**config.mk**
```make
export PLATFORM = sky130hd
export DESIGN_NAME = dns_question_parser_top
export DESIGN_NICKNAME = d
export VERILOG_FILES = /design/src/sv/dqp_pkg.sv /design/src/sv/dqp_parser.sv /design/src/sv/dqp_result_queue.sv /design/src/sv/dns_question_parser_top.sv
export SDC_FILE = /design/constraint.sdc
export NUM_CORES = 1
export LEC_CHECK = 0
export BUFFER_PORTS_ARGS = -buffer_cell sky130_fd_sc_hd__clkbuf_2
export CORE_AREA = 3 3 237 239
export DETAILED_ROUTE_END_ITERATION = 8
export DIE_AREA = 0 0 240 242
export HOLD_SLACK_MARGIN = 0.02
export REMOVE_ABC_BUFFERS = 1
export SETUP_SLACK_MARGIN = 0.2
export SLEW_MARGIN = 20
export SYNTH_ARGS = -nofsm -noshare
export SYNTH_HDL_FRONTEND = slang
export SYNTH_SLANG_ARGS = --single-unit
export TNS_END_PERCENT = 20
```
**constraint.sdc**
```tcl
create_clock -name i_clk -period 4.77 [get_ports i_clk]
set_input_delay 0.2385 -clock i_clk [delete_from_list [all_inputs] [get_ports i_clk]]
set_output_delay 0.2385 -clock i_clk [all_outputs]
set_load 0.05 [all_outputs]
```
**src/sv/dqp_pkg.sv**
```systemverilog
// Shared types and constants for the DNS question parser.
package dqp_pkg;

    localparam int MAX_PACKET  = 512;
    localparam int POS_W       = $clog2(MAX_PACKET + 1);
    localparam int HDR_LEN     = 12;
    localparam int QUEUE_DEPTH = 4;
    localparam int QPTR_W      = $clog2(QUEUE_DEPTH);
    localparam int QCNT_W      = $clog2(QUEUE_DEPTH + 1);

    localparam logic [7:0]  DOT_CHAR   = 8'h2E;
    localparam logic [7:0]  ZERO_BYTE  = 8'h00;
    localparam logic [15:0] TYPE_A     = 16'h0001;
    localparam logic [15:0] CLASS_IN   = 16'h0001;
    localparam int          QR_BIT     = 15;

    localparam logic KIND_CHAR    = 1'b0;
    localparam logic KIND_SUMMARY = 1'b1;

    typedef enum logic [2:0] {
        ST_OK        = 3'd0,
        ST_SHORT     = 3'd1,
        ST_NO_QUEST  = 3'd2,
        ST_TRUNCATED = 3'd3,
        ST_CLASS_BAD = 3'd4
    } t_status;

    typedef enum logic [2:0] {
        PH_HEADER = 3'd0,
        PH_LEN    = 3'd1,
        PH_CHARS  = 3'd2,
        PH_TAIL   = 3'd3,
        PH_DONE   = 3'd4
    } t_phase;

    typedef struct packed {
        logic        result_kind;
        logic [7:0]  name_char;
        logic        last_of_run;
        logic [15:0] message_id;
        logic [15:0] flags_word;
        logic [15:0] question_count;
        logic        response_bit;
        logic        address_query;
        logic [15:0] query_class;
        t_status     status;
    } t_result;

    typedef struct packed {
        logic [1:0] count;
        t_result    first;
        t_result    second;
    } t_step;

endpackage

```
**src/sv/dqp_parser.sv**
```systemverilog
// Per-byte DNS header and question parser with packet state.
module dqp_parser (
    input  logic           i_clk,
    input  logic           i_rst_n,
    input  logic           i_step,
    input  logic [7:0]     i_byte,
    input  logic           i_eop,
    output dqp_pkg::t_step o_step
);
    import dqp_pkg::*;

    logic [POS_W-1:0] r_pos, n_pos;
    t_phase           r_phase, n_phase;
    logic [7:0]       r_rem, n_rem;
    logic [15:0]      r_hw [3];
    logic [15:0]      n_hw [3];
    logic [15:0]      r_tcw [2];
    logic [15:0]      n_tcw [2];
    logic [2:0]       r_tbs, n_tbs;

    logic             active;
    logic             char_v;
    logic [7:0]       char_c;
    t_result          summ;
    t_result          chr;

    assign active = (r_pos < POS_W'(MAX_PACKET));

    always_ff @(posedge i_clk) begin
        if (!i_rst_n || (i_step && i_eop)) begin
            r_pos    <= '0;
            r_phase  <= PH_HEADER;
            r_rem    <= '0;
            r_hw[0]  <= '0;
            r_hw[1]  <= '0;
            r_hw[2]  <= '0;
            r_tcw[0] <= '0;
            r_tcw[1] <= '0;
            r_tbs    <= '0;
        end else if (i_step) begin
            r_pos    <= n_pos;
            r_phase  <= n_phase;
            r_rem    <= n_rem;
            r_hw     <= n_hw;
            r_tcw    <= n_tcw;
            r_tbs    <= n_tbs;
        end
    end

    always_comb begin
        n_pos   = active ? r_pos + POS_W'(1) : r_pos;
        n_phase = r_phase;
        n_rem   = r_rem;
        n_hw    = r_hw;
        n_tcw   = r_tcw;
        n_tbs   = r_tbs;
        if (active) begin
            unique case (r_phase)
                PH_HEADER: begin
                    if (r_pos < POS_W'(6)) begin
                        n_hw[r_pos[2:1]] = {r_hw[r_pos[2:1]][7:0], i_byte};
                    end
                    if (r_pos == POS_W'(HDR_LEN - 1)) begin
                        n_phase = (r_hw[2] != 16'd0) ? PH_LEN : PH_DONE;
                    end
                end
                PH_LEN: begin
                    if (i_byte == ZERO_BYTE) begin
                        n_phase = PH_TAIL;
                    end else begin
                        n_rem   = i_byte;
                        n_phase = PH_CHARS;
                    end
                end
                PH_CHARS: begin
                    if (i_byte == ZERO_BYTE) begin
                        n_phase = PH_TAIL;
                    end else begin
                        n_rem = r_rem - 8'd1;
                        if (n_rem == 8'd0) begin
                            n_phase = PH_LEN;
                        end
                    end
                end
                PH_TAIL: begin
                    if (r_tbs < 3'd2) begin
                        n_tcw[0] = {r_tcw[0][7:0], i_byte};
                    end else begin
                        n_tcw[1] = {r_tcw[1][7:0], i_byte};
                    end
                    n_tbs = r_tbs + 3'd1;
                    if (n_tbs >= 3'd4) begin
                        n_phase = PH_DONE;
                    end
                end
                PH_DONE: begin
                    n_phase = PH_DONE;
                end
                default: begin
                    n_phase = r_phase;
                end
            endcase
        end
    end

    always_comb begin
        char_v = 1'b0;
        char_c = '0;
        if (active) begin
            unique case (r_phase)
                PH_LEN: begin
                    if (i_byte != ZERO_BYTE && r_pos != POS_W'(HDR_LEN)) begin
                        char_v = 1'b1;
                        char_c = DOT_CHAR;
                    end
                end
                PH_CHARS: begin
                    if (i_byte != ZERO_BYTE) begin
                        char_v = 1'b1;
                        char_c = i_byte;
                    end
                end
                default: begin
                    char_v = 1'b0;
                end
            endcase
        end

        chr             = '0;
        chr.result_kind = KIND_CHAR;
        chr.name_char   = char_c;
        chr.last_of_run = !i_eop;

        summ             = '0;
        summ.result_kind = KIND_SUMMARY;
        summ.last_of_run = 1'b1;
        if (n_pos < POS_W'(HDR_LEN)) begin
            summ.status = ST_SHORT;
        end else begin
            summ.message_id     = n_hw[0];
            summ.flags_word     = n_hw[1];
            summ.question_count = n_hw[2];
            summ.response_bit   = n_hw[1][QR_BIT];
            summ.address_query  = (n_tbs >= 3'd2) && (n_tcw[0] == TYPE_A);
            summ.query_class    = (n_tbs >= 3'd4) ? n_tcw[1] : 16'd0;
            priority if (n_hw[2] == 16'd0) begin
                summ.status = ST_NO_QUEST;
            end else if (n_tbs < 3'd4) begin
                summ.status = ST_TRUNCATED;
            end else if (n_tcw[1] != CLASS_IN) begin
                summ.status = ST_CLASS_BAD;
            end else begin
                summ.status = ST_OK;
            end
        end

        o_step        = '0;
        o_step.count  = i_step ? ({1'b0, char_v} + {1'b0, i_eop}) : 2'd0;
        o_step.first  = char_v ? chr : summ;
        o_step.second = summ;
    end

endmodule

```
**src/sv/dqp_result_queue.sv**
```systemverilog
// Small result queue that takes up to two results per cycle and gives one.
module dqp_result_queue (
    input  logic             i_clk,
    input  logic             i_rst_n,
    input  dqp_pkg::t_step   i_push,
    input  logic             i_pop,
    output logic             o_ready,
    output logic             o_valid,
    output dqp_pkg::t_result o_head
);
    import dqp_pkg::*;

    t_result           r_mem [QUEUE_DEPTH];
    logic [QPTR_W-1:0] r_wr, n_wr;
    logic [QPTR_W-1:0] r_rd, n_rd;
    logic [QCNT_W-1:0] r_cnt, n_cnt;
    logic              pop_ok;

    assign pop_ok  = i_pop && (r_cnt != '0);
    assign o_valid = (r_cnt != '0);
    assign o_ready = (r_cnt <= QCNT_W'(QUEUE_DEPTH - 2));
    assign o_head  = r_mem[r_rd];

    always_comb begin
        n_wr  = r_wr + QPTR_W'(i_push.count);
        n_rd  = r_rd + QPTR_W'(pop_ok);
        n_cnt = r_cnt + QCNT_W'(i_push.count) - QCNT_W'(pop_ok);
    end

    always_ff @(posedge i_clk) begin
        if (!i_rst_n) begin
            r_wr  <= '0;
            r_rd  <= '0;
            r_cnt <= '0;
        end else begin
            r_wr  <= n_wr;
            r_rd  <= n_rd;
            r_cnt <= n_cnt;
        end
    end

    always_ff @(posedge i_clk) begin
        if (i_push.count != 2'd0) begin
            r_mem[r_wr] <= i_push.first;
        end
        if (i_push.count == 2'd2) begin
            r_mem[r_wr + QPTR_W'(1)] <= i_push.second;
        end
    end

endmodule

```
**src/sv/dns_question_parser_top.sv**
```systemverilog
// Top level of the DNS question parser: byte stream in, name and summary words out.
//
// Channel   Dir  tdata                                  tuser        tlast
// s_axis    in   packet_byte[7:0]                       -            end_of_packet
// m_axis    out  name_char..status, 80 bits, see ports  result_kind  last_of_run
//
// One byte is accepted per cycle while s_axis_tready is high; results are queued.
// A byte gives at most two words (a name character and a summary), so the
// output side, one word per cycle while m_axis_tready is high, sets the rate when a
// final byte also emits a character. A four-entry result queue parts the two sides.
// Reset is synchronous, active low, and returns the parser to the header phase.
// Input stalls only while the queue holds more than two words.
module dns_question_parser_top (
    input  logic        i_clk,
    input  logic        i_rst_n,
    input  logic        s_axis_tvalid,
    output logic        s_axis_tready,
    input  logic [7:0]  s_axis_tdata,   // packet_byte[7:0]
    input  logic        s_axis_tlast,
    output logic        m_axis_tvalid,
    input  logic        m_axis_tready,
    // name_char[7:0], message_id[23:8], flags_word[39:24], question_count[55:40],
    // response_bit[56], address_query[57], query_class[73:58], status[76:74], zero[79:77]
    output logic [79:0] m_axis_tdata,
    output logic [0:0]  m_axis_tuser,   // result_kind[0]
    output logic        m_axis_tlast
);
    import dqp_pkg::*;

    logic    in_fire;
    t_step   step;
    t_result head;

    assign in_fire = s_axis_tvalid && s_axis_tready;

    dqp_parser u_parser (
        .i_clk   (i_clk),
        .i_rst_n (i_rst_n),
        .i_step  (in_fire),
        .i_byte  (s_axis_tdata),
        .i_eop   (s_axis_tlast),
        .o_step  (step)
    );

    dqp_result_queue u_queue (
        .i_clk   (i_clk),
        .i_rst_n (i_rst_n),
        .i_push  (step),
        .i_pop   (m_axis_tready),
        .o_ready (s_axis_tready),
        .o_valid (m_axis_tvalid),
        .o_head  (head)
    );

    assign m_axis_tdata = {3'b000, head.status, head.query_class, head.address_query,
                           head.response_bit, head.question_count, head.flags_word,
                           head.message_id, head.name_char};
    assign m_axis_tuser = head.result_kind;
    assign m_axis_tlast = head.last_of_run;

endmodule

```
# Word level (Yosys, flattened, before mapping)
# Memory sizes are Yosys's and may differ from the RTL's. A register that Yosys moved wholly into a read port is not among the register bits.
# Cells that the tools add are included.
[word_totals]
reg_bits = 111
latch_bits = 0
ram_bits = 316
mem_bits_ro = 0
inputBits = 13
output_inout_bits = 84
elab_cells = 116
n_memories = 1
[memory_table]
columns = ["name", "depth", "width", "rd", "rd_ports_with_merged_regs", "write_ports", "line", "rtl"]
rows = [
  ["u_queue.r_mem", 4, 79, 1, 1, 2, "dqp_result_queue.sv:13", "t_result r_mem [QUEUE_DEPTH];"],
]
[op_classes]
n_addsub = 9
mul = 0
n_div = 0
order_cmp = 11
n_eq_ne = 14
n_shift = 0
n_mux = 47
bitwise_logic = 1
reduce_logical = 21
[op_table]
columns = ["cell", "n"]
rows = [
  ["48-bit 2-to-1 mux", 3],
  ["79-bit 2-to-1 mux", 1],
  ["66-bit 2-to-1 mux", 1],
  ["16-bit 2-to-1 mux", 4],
  ["32-bit 2-to-1 mux", 2],
  ["48-bit bitwise mux", 1],
  ["8-bit 2-to-1 mux", 6],
  ["3-bit 2-to-1 mux", 11],
  ["16-bit binary-select mux with 2-bit select", 1],
  ["16-bit demux with 2-bit select", 1],
  ["8-bit case mux with 2 select lines", 2],
  ["16-bit by 1-bit == test with 1-bit output, second input constant", 1],
  ["16-bit logical NOT", 1],
  ["8-bit logical NOT", 2],
  ["16-bit by 1-bit != test with 1-bit output, second input constant", 1],
  ["16-bit nonzero test", 1],
  ["3-bit case mux with 5 select lines", 1],
  ["10-bit by 1-bit adder with 10-bit output, second input constant", 1],
  ["10-bit by 4-bit == test with 1-bit output, second input constant", 1],
  ["10-bit less-than comparator, second input constant", 1],
  ["10-bit by 3-bit less-than comparator with 1-bit output, second input constant", 1],
  ["10-bit by 4-bit less-than comparator with 1-bit output, second input constant", 1],
  ["10-bit 2-to-1 mux", 1],
  ["10-bit by 4-bit != test with 1-bit output, second input constant", 1],
  ["other kinds (36)", 56],
]

# Logic depth before layout (Yosys ltp)
[depth]
ltp_word = 13
depth_mapped = 15
depth_no_buf = 13

# Cells and area by module
# Synthesis repeated with hierarchy kept, for this count alone.
[unflattened]
cells_unflattened = 1707
hier_area_um2 = 21997.3
[modules_own_cells]
columns = ["mod", "instances", "cells_per_inst", "area_per_inst_um2", "seq_area_each_um2"]
rows = [
  ["dqp_result_queue", 1, 809, 15568.7, 9629.2],
  ["dqp_parser", 1, 893, 6396.1, 2082.0],
  ["dns_question_parser_top", 1, 5, 32.5, 0.0],
]

# Worst setup path after synthesis
# No wires, ideal clock.
[synth_timing]
path_kind = "register to register"
start = "reg u_parser.r_pos[6]"
end = "mem u_queue.r_mem[2][0] in the netlist's numbering (enable)"
setup_time_ps = 423
arrival_ps = 3857
t_required_ps = 4347
setup_slack_ps = 491
path_stages_with_launch = 10
n_path_buf = 1
period_less_slack_ps = 4279
cell_sequence = "dfxtp_1 > buf_6 > or4_4 > o31ai_2 > a21boi_1 > ha_1 > o21ai_0 > nor3_1 > nor2_1 > inv_1"
[synth_rtl]
columns = ["element", "line", "rtl"]
rows = [
  ["from (decl)", "dqp_parser.sv:12", "logic [POS_W-1:0] r_pos, n_pos;"],
  ["from (signal assigned)", "dqp_parser.sv:41", "r_pos <= n_pos;"],
  ["to (decl)", "dqp_result_queue.sv:13", ""],
]

==> impl_metrics.py <==
metrics = {
    "worst_setup_path": {
        "worst_setup_path_end_kind": "flop",
        "cp_slowest_cell": "dfxtp_1",
        "path_cells": "inv_1 -> ha_1 -> nand3_1 -> o31ai_2 -> a21boi_1 -> ha_1 -> nor2_1 -> nor4_1 -> nand4_1 -> and3_2 -> nand3b_4 -> nor2_1",
        "cp.arrival_ns": 4.44,
        "rr_startpoint": "u_parser.r_pos[1]",
        "cp_top_family": "simple AND/OR/NAND/NOR gates",
        "crit_fanout": 24,
        "crit_required_ns": 5.18,
        "worstSetupStartpoint": "u_parser.r_pos[1]",
        "crit_buf_inv": 1,
        "startpoint_type": "flop",
        "critPathMaxStageDelay_ns": 0.76,
        "crit_type": "flop to flop",
    },
    "timing": {
        "relSlewSlack": 0.3442,
        "finalSetupViolCount": 0,
        "grt_setup_unrepaired": "false",
        "fin_crit_ns": 4.028,
        "hold_viol": 0,
        "post-route-period-util": 0.8445,
        "fin_tns_setup_ns": 0,
        "clock.fmax_ghz": 0.2482,
        "setup_slack_ns": 0.7415,
        "worst-slew-pin-transition_ns": 0.9837,
        "finClkSkew_ns": 0.02287,
        "maxSlewViolCount": 0,
    },
    "clock_network": {
        "cts_sinks": 423,
        "cts_tree": "done",
        "clk_pin_slew_ns": 0.06,
        "numCtsBuffers": 45,
        "cts-root-buf": "clkbuf_16",
        "post-cts-setup-buffers": 0,
        "cts_max_path_buffers": 3,
        "ctsResizeCount": 0,
        "ctsHoldBuffers": 0,
        "htreeDepth": 2,
        "clk_latency_ns": 0.57,
    },
    "synthesis": {
        "synth_compound_area_frac": 0.05962,
        "synth_top_family_by_area": "simple AND/OR/NAND/NOR gates",
        "yosys.area_share.simple": 0.1506,
        "yosys_warnings": 0,
        "avgSynthCellArea_um2": 11.68,
        "synth_edf_count": 272,
        "synthFlopType": "edfxtp_1",
        "syn_area_um2": 18950,
        "synth_xor_xnor_area_share": 0.009639,
        "ys_seq_elements": 423,
        "synthMuxAreaShare": 0.1476,
        "synthArstFlopShare": 0,
        "yosysUniqueCellTypes": 68,
        "synth_fa_ha_area_frac": 0.008318,
        "synth_cells": 1623,
        "ys_seq_area_frac": 0.5905,
    },
    "status": {
        "status": "finished clean",
    },
    "global_routing": {
        "grt_usage": 0.1680,
        "grt_pass1_vias": 12894,
        "grt_pass1_wl_um": 76460,
        "grt_max_degree": 69,
        "antenna_found_initial": 0,
        "grt-ovfl-total": 0,
    },
    "hold_path": {
        "worstHoldStart": "i_rst_n",
        "hp-class": "input port to flop",
    },
    "floorplan": {
        "start_util": 0.3508,
        "die_h_um": 242,
        "io_pins": 97,
        "placementRows": 85,
        "core_area_um2": 54030,
        "die_x_um": 240,
        "die_area_um2": 58080,
    },
    "power_and_ir_drop": {
        "combPwrFrac": 0.235,
        "p_switching_mw": 3.226,
        "irDropWorstVdd_uv": 254.0,
        "p_clk_frac": 0.336,
        "power.internal_mw": 6.660,
        "seq_power_share": 0.428,
        "powerDensity_nw_per_um2": 460.3,
        "p_sw_frac": 0.3263,
        "power_leakage_nw": 7.234,
    },
    "placement": {
        "place_congestion": 0.8443,
        "dp_slack_ns": 0.8365,
        "dp_hpwl_um": 30280,
        "port_buffers": 93,
        "place_area_um2": 20070,
    },
    "final_layout": {
        "final_core_util": 0.3975,
        "diodes": 0,
        "layout_commonest_cell": "nor2_1",
        "final_nets": 1700,
        "stdcell_area_um2": 21480,
        "syn2layout_area_growth_pct": 13.32,
        "multiInputGateArea_um2": 7171,
        "mostFrequentLayoutCells": "nor2_1, edfxtp_1, nand2_1, dfxtp_1, clkbuf_2",
        "drive_gt1_frac": 0.1970,
        "area.sequential_um2": 11200,
        "fillers": 5200,
    },
    "drt": {
        "routed_wl_um": 48820,
        "first_pass_iters": 5,
        "avgViaCountPerCell": 5.238,
        "ant_nets": 0,
        "drt_iter0_drc": 990,
        "drc": 0,
        "post_drt_wl_per_cell_um": 20.28,
        "routed-via-count": 12607,
    },
    "job": {
        "max-cap-violations": 0,
    },
}
kinds of logic after synthesis:
family                   after synthesis
AO/OA/AOI/OAI                        179
other                                  1
flip-flops                           423
AND/OR/NAND/NOR                      663
adder cells (fa/ha/maj)               12
multiplexers                         177
XOR/XNOR                              20
buffers and inverters                148
metrics by stage:
step	cells	power (mW)	hold WS, ns
after floorplan	1506	6.024	0.3602
after global placement	2324	6.671	0.4297
after detailed placement	2324	6.679	0.4351
after CTS	2407	9.999	0.04079
after global routing	2407	10.27	0.07584
final	2407	9.886	0.06202
per-layer routing:
| layer | GRT usage | share of wire | routed length [µm] |
|---|---|---|---|
| met3 | 0.02402 | 0.046 | 2234 |
| met5 | 0 | 0 | 0 |
| met4 | 0.04296 | 0.019 | 948 |
| met2 | 0.2710 | 0.47 | 22950 |
| met1 | 0.2384 | 0.46 | 22690 |
layout make-up:
| type | instances | area share |
|---|---|---|
| sequential | 423 | 0.5214 |
| multi-input combinational | 1054 | 0.3339 |
| clock buffer | 64 | 0.06082 |
| tap | 696 | 0.04055 |
| timing repair buffer | 122 | 0.03356 |
| inverter | 29 | 0.005068 |
| clock inverter | 19 | 0.004719 |
state kept, by name (all words and copies together), names as in the netlist:
register	cells
u_parser.r_hw	48
u_parser.r_phase	3
u_parser.r_pos	10
u_parser.r_rem	8
u_parser.r_tbs	3
u_parser.r_tcw	32
u_queue.r_cnt	3
u_queue.r_mem	312
u_queue.r_rd	2
u_queue.r_wr	2
cell usage after synthesis, drive strengths merged (2+ instances only):
master,n,area share
nand3,32,0.0085
o31a,2,0.00092
mux2i,59,0.031
or2,4,0.0013
a211oi,3,0.0012
o31ai,4,0.0018
xor2,10,0.0046
nand2,200,0.040
clkbuf,74,0.015
a21boi,2,0.00079
or4,6,0.0026
a22o,18,0.0083
o2bb2ai,16,0.0074
nor3,8,0.0021
or3,6,0.0020
and3,2,0.00066
edfxtp,272,0.43
o211ai,4,0.0016
nor2,337,0.069
nor2b,7,0.0023
nor4bb,2,0.0011
buf,45,0.013
mux2,40,0.024
nand3b,3,0.0025
nor3b,4,0.0016
xnor2,10,0.0050
dfxtp,151,0.16
nand2b,5,0.0017
o21ai,38,0.010
nor4,19,0.0063
nand4,11,0.0036
a21oi,77,0.020
and2,13,0.0043
a2bb2oi,3,0.0014
ha,11,0.0073
inv,29,0.0057
mux4,78,0.093
worst register-to-register path: stages, from the launching register on:
cell and delay, ns:
dfxtp_1 0.76, inv_1 0.13, ha_1 0.22, nand3_1 0.10
o31ai_2 0.09, a21boi_1 0.27, ha_1 0.39, nor2_1 0.12
nor4_1 0.47, nand4_1 0.20, and3_2 0.49, nand3b_4 0.44
nor2_1 0.19
worst paths after layout:
path                     endpoint  slack (ns)  cells past startpoint
max           u_queue.r_mem[3][6]        0.74                     12
min               u_queue.r_rd[1]        0.06                      2
max reg2reg   u_queue.r_mem[3][6]        0.74                     12
min reg2reg  u_queue.r_mem[3][78]        0.44                      2
power groups by stage:
stage | Combinational (mW) | Sequential, mW | Clock [mW]
2_1_floorplan | 1.72 | 4.31 | 0
3_3_place_gp | 2.36 | 4.31 | 0
3_5_place_dp | 2.36 | 4.32 | 0
4_1_cts | 2.37 | 4.24 | 3.39
5_1_grt | 2.47 | 4.27 | 3.54
6_report | 2.33 | 4.23 | 3.33
Note: power is estimated with default switching activity, not from simulation.
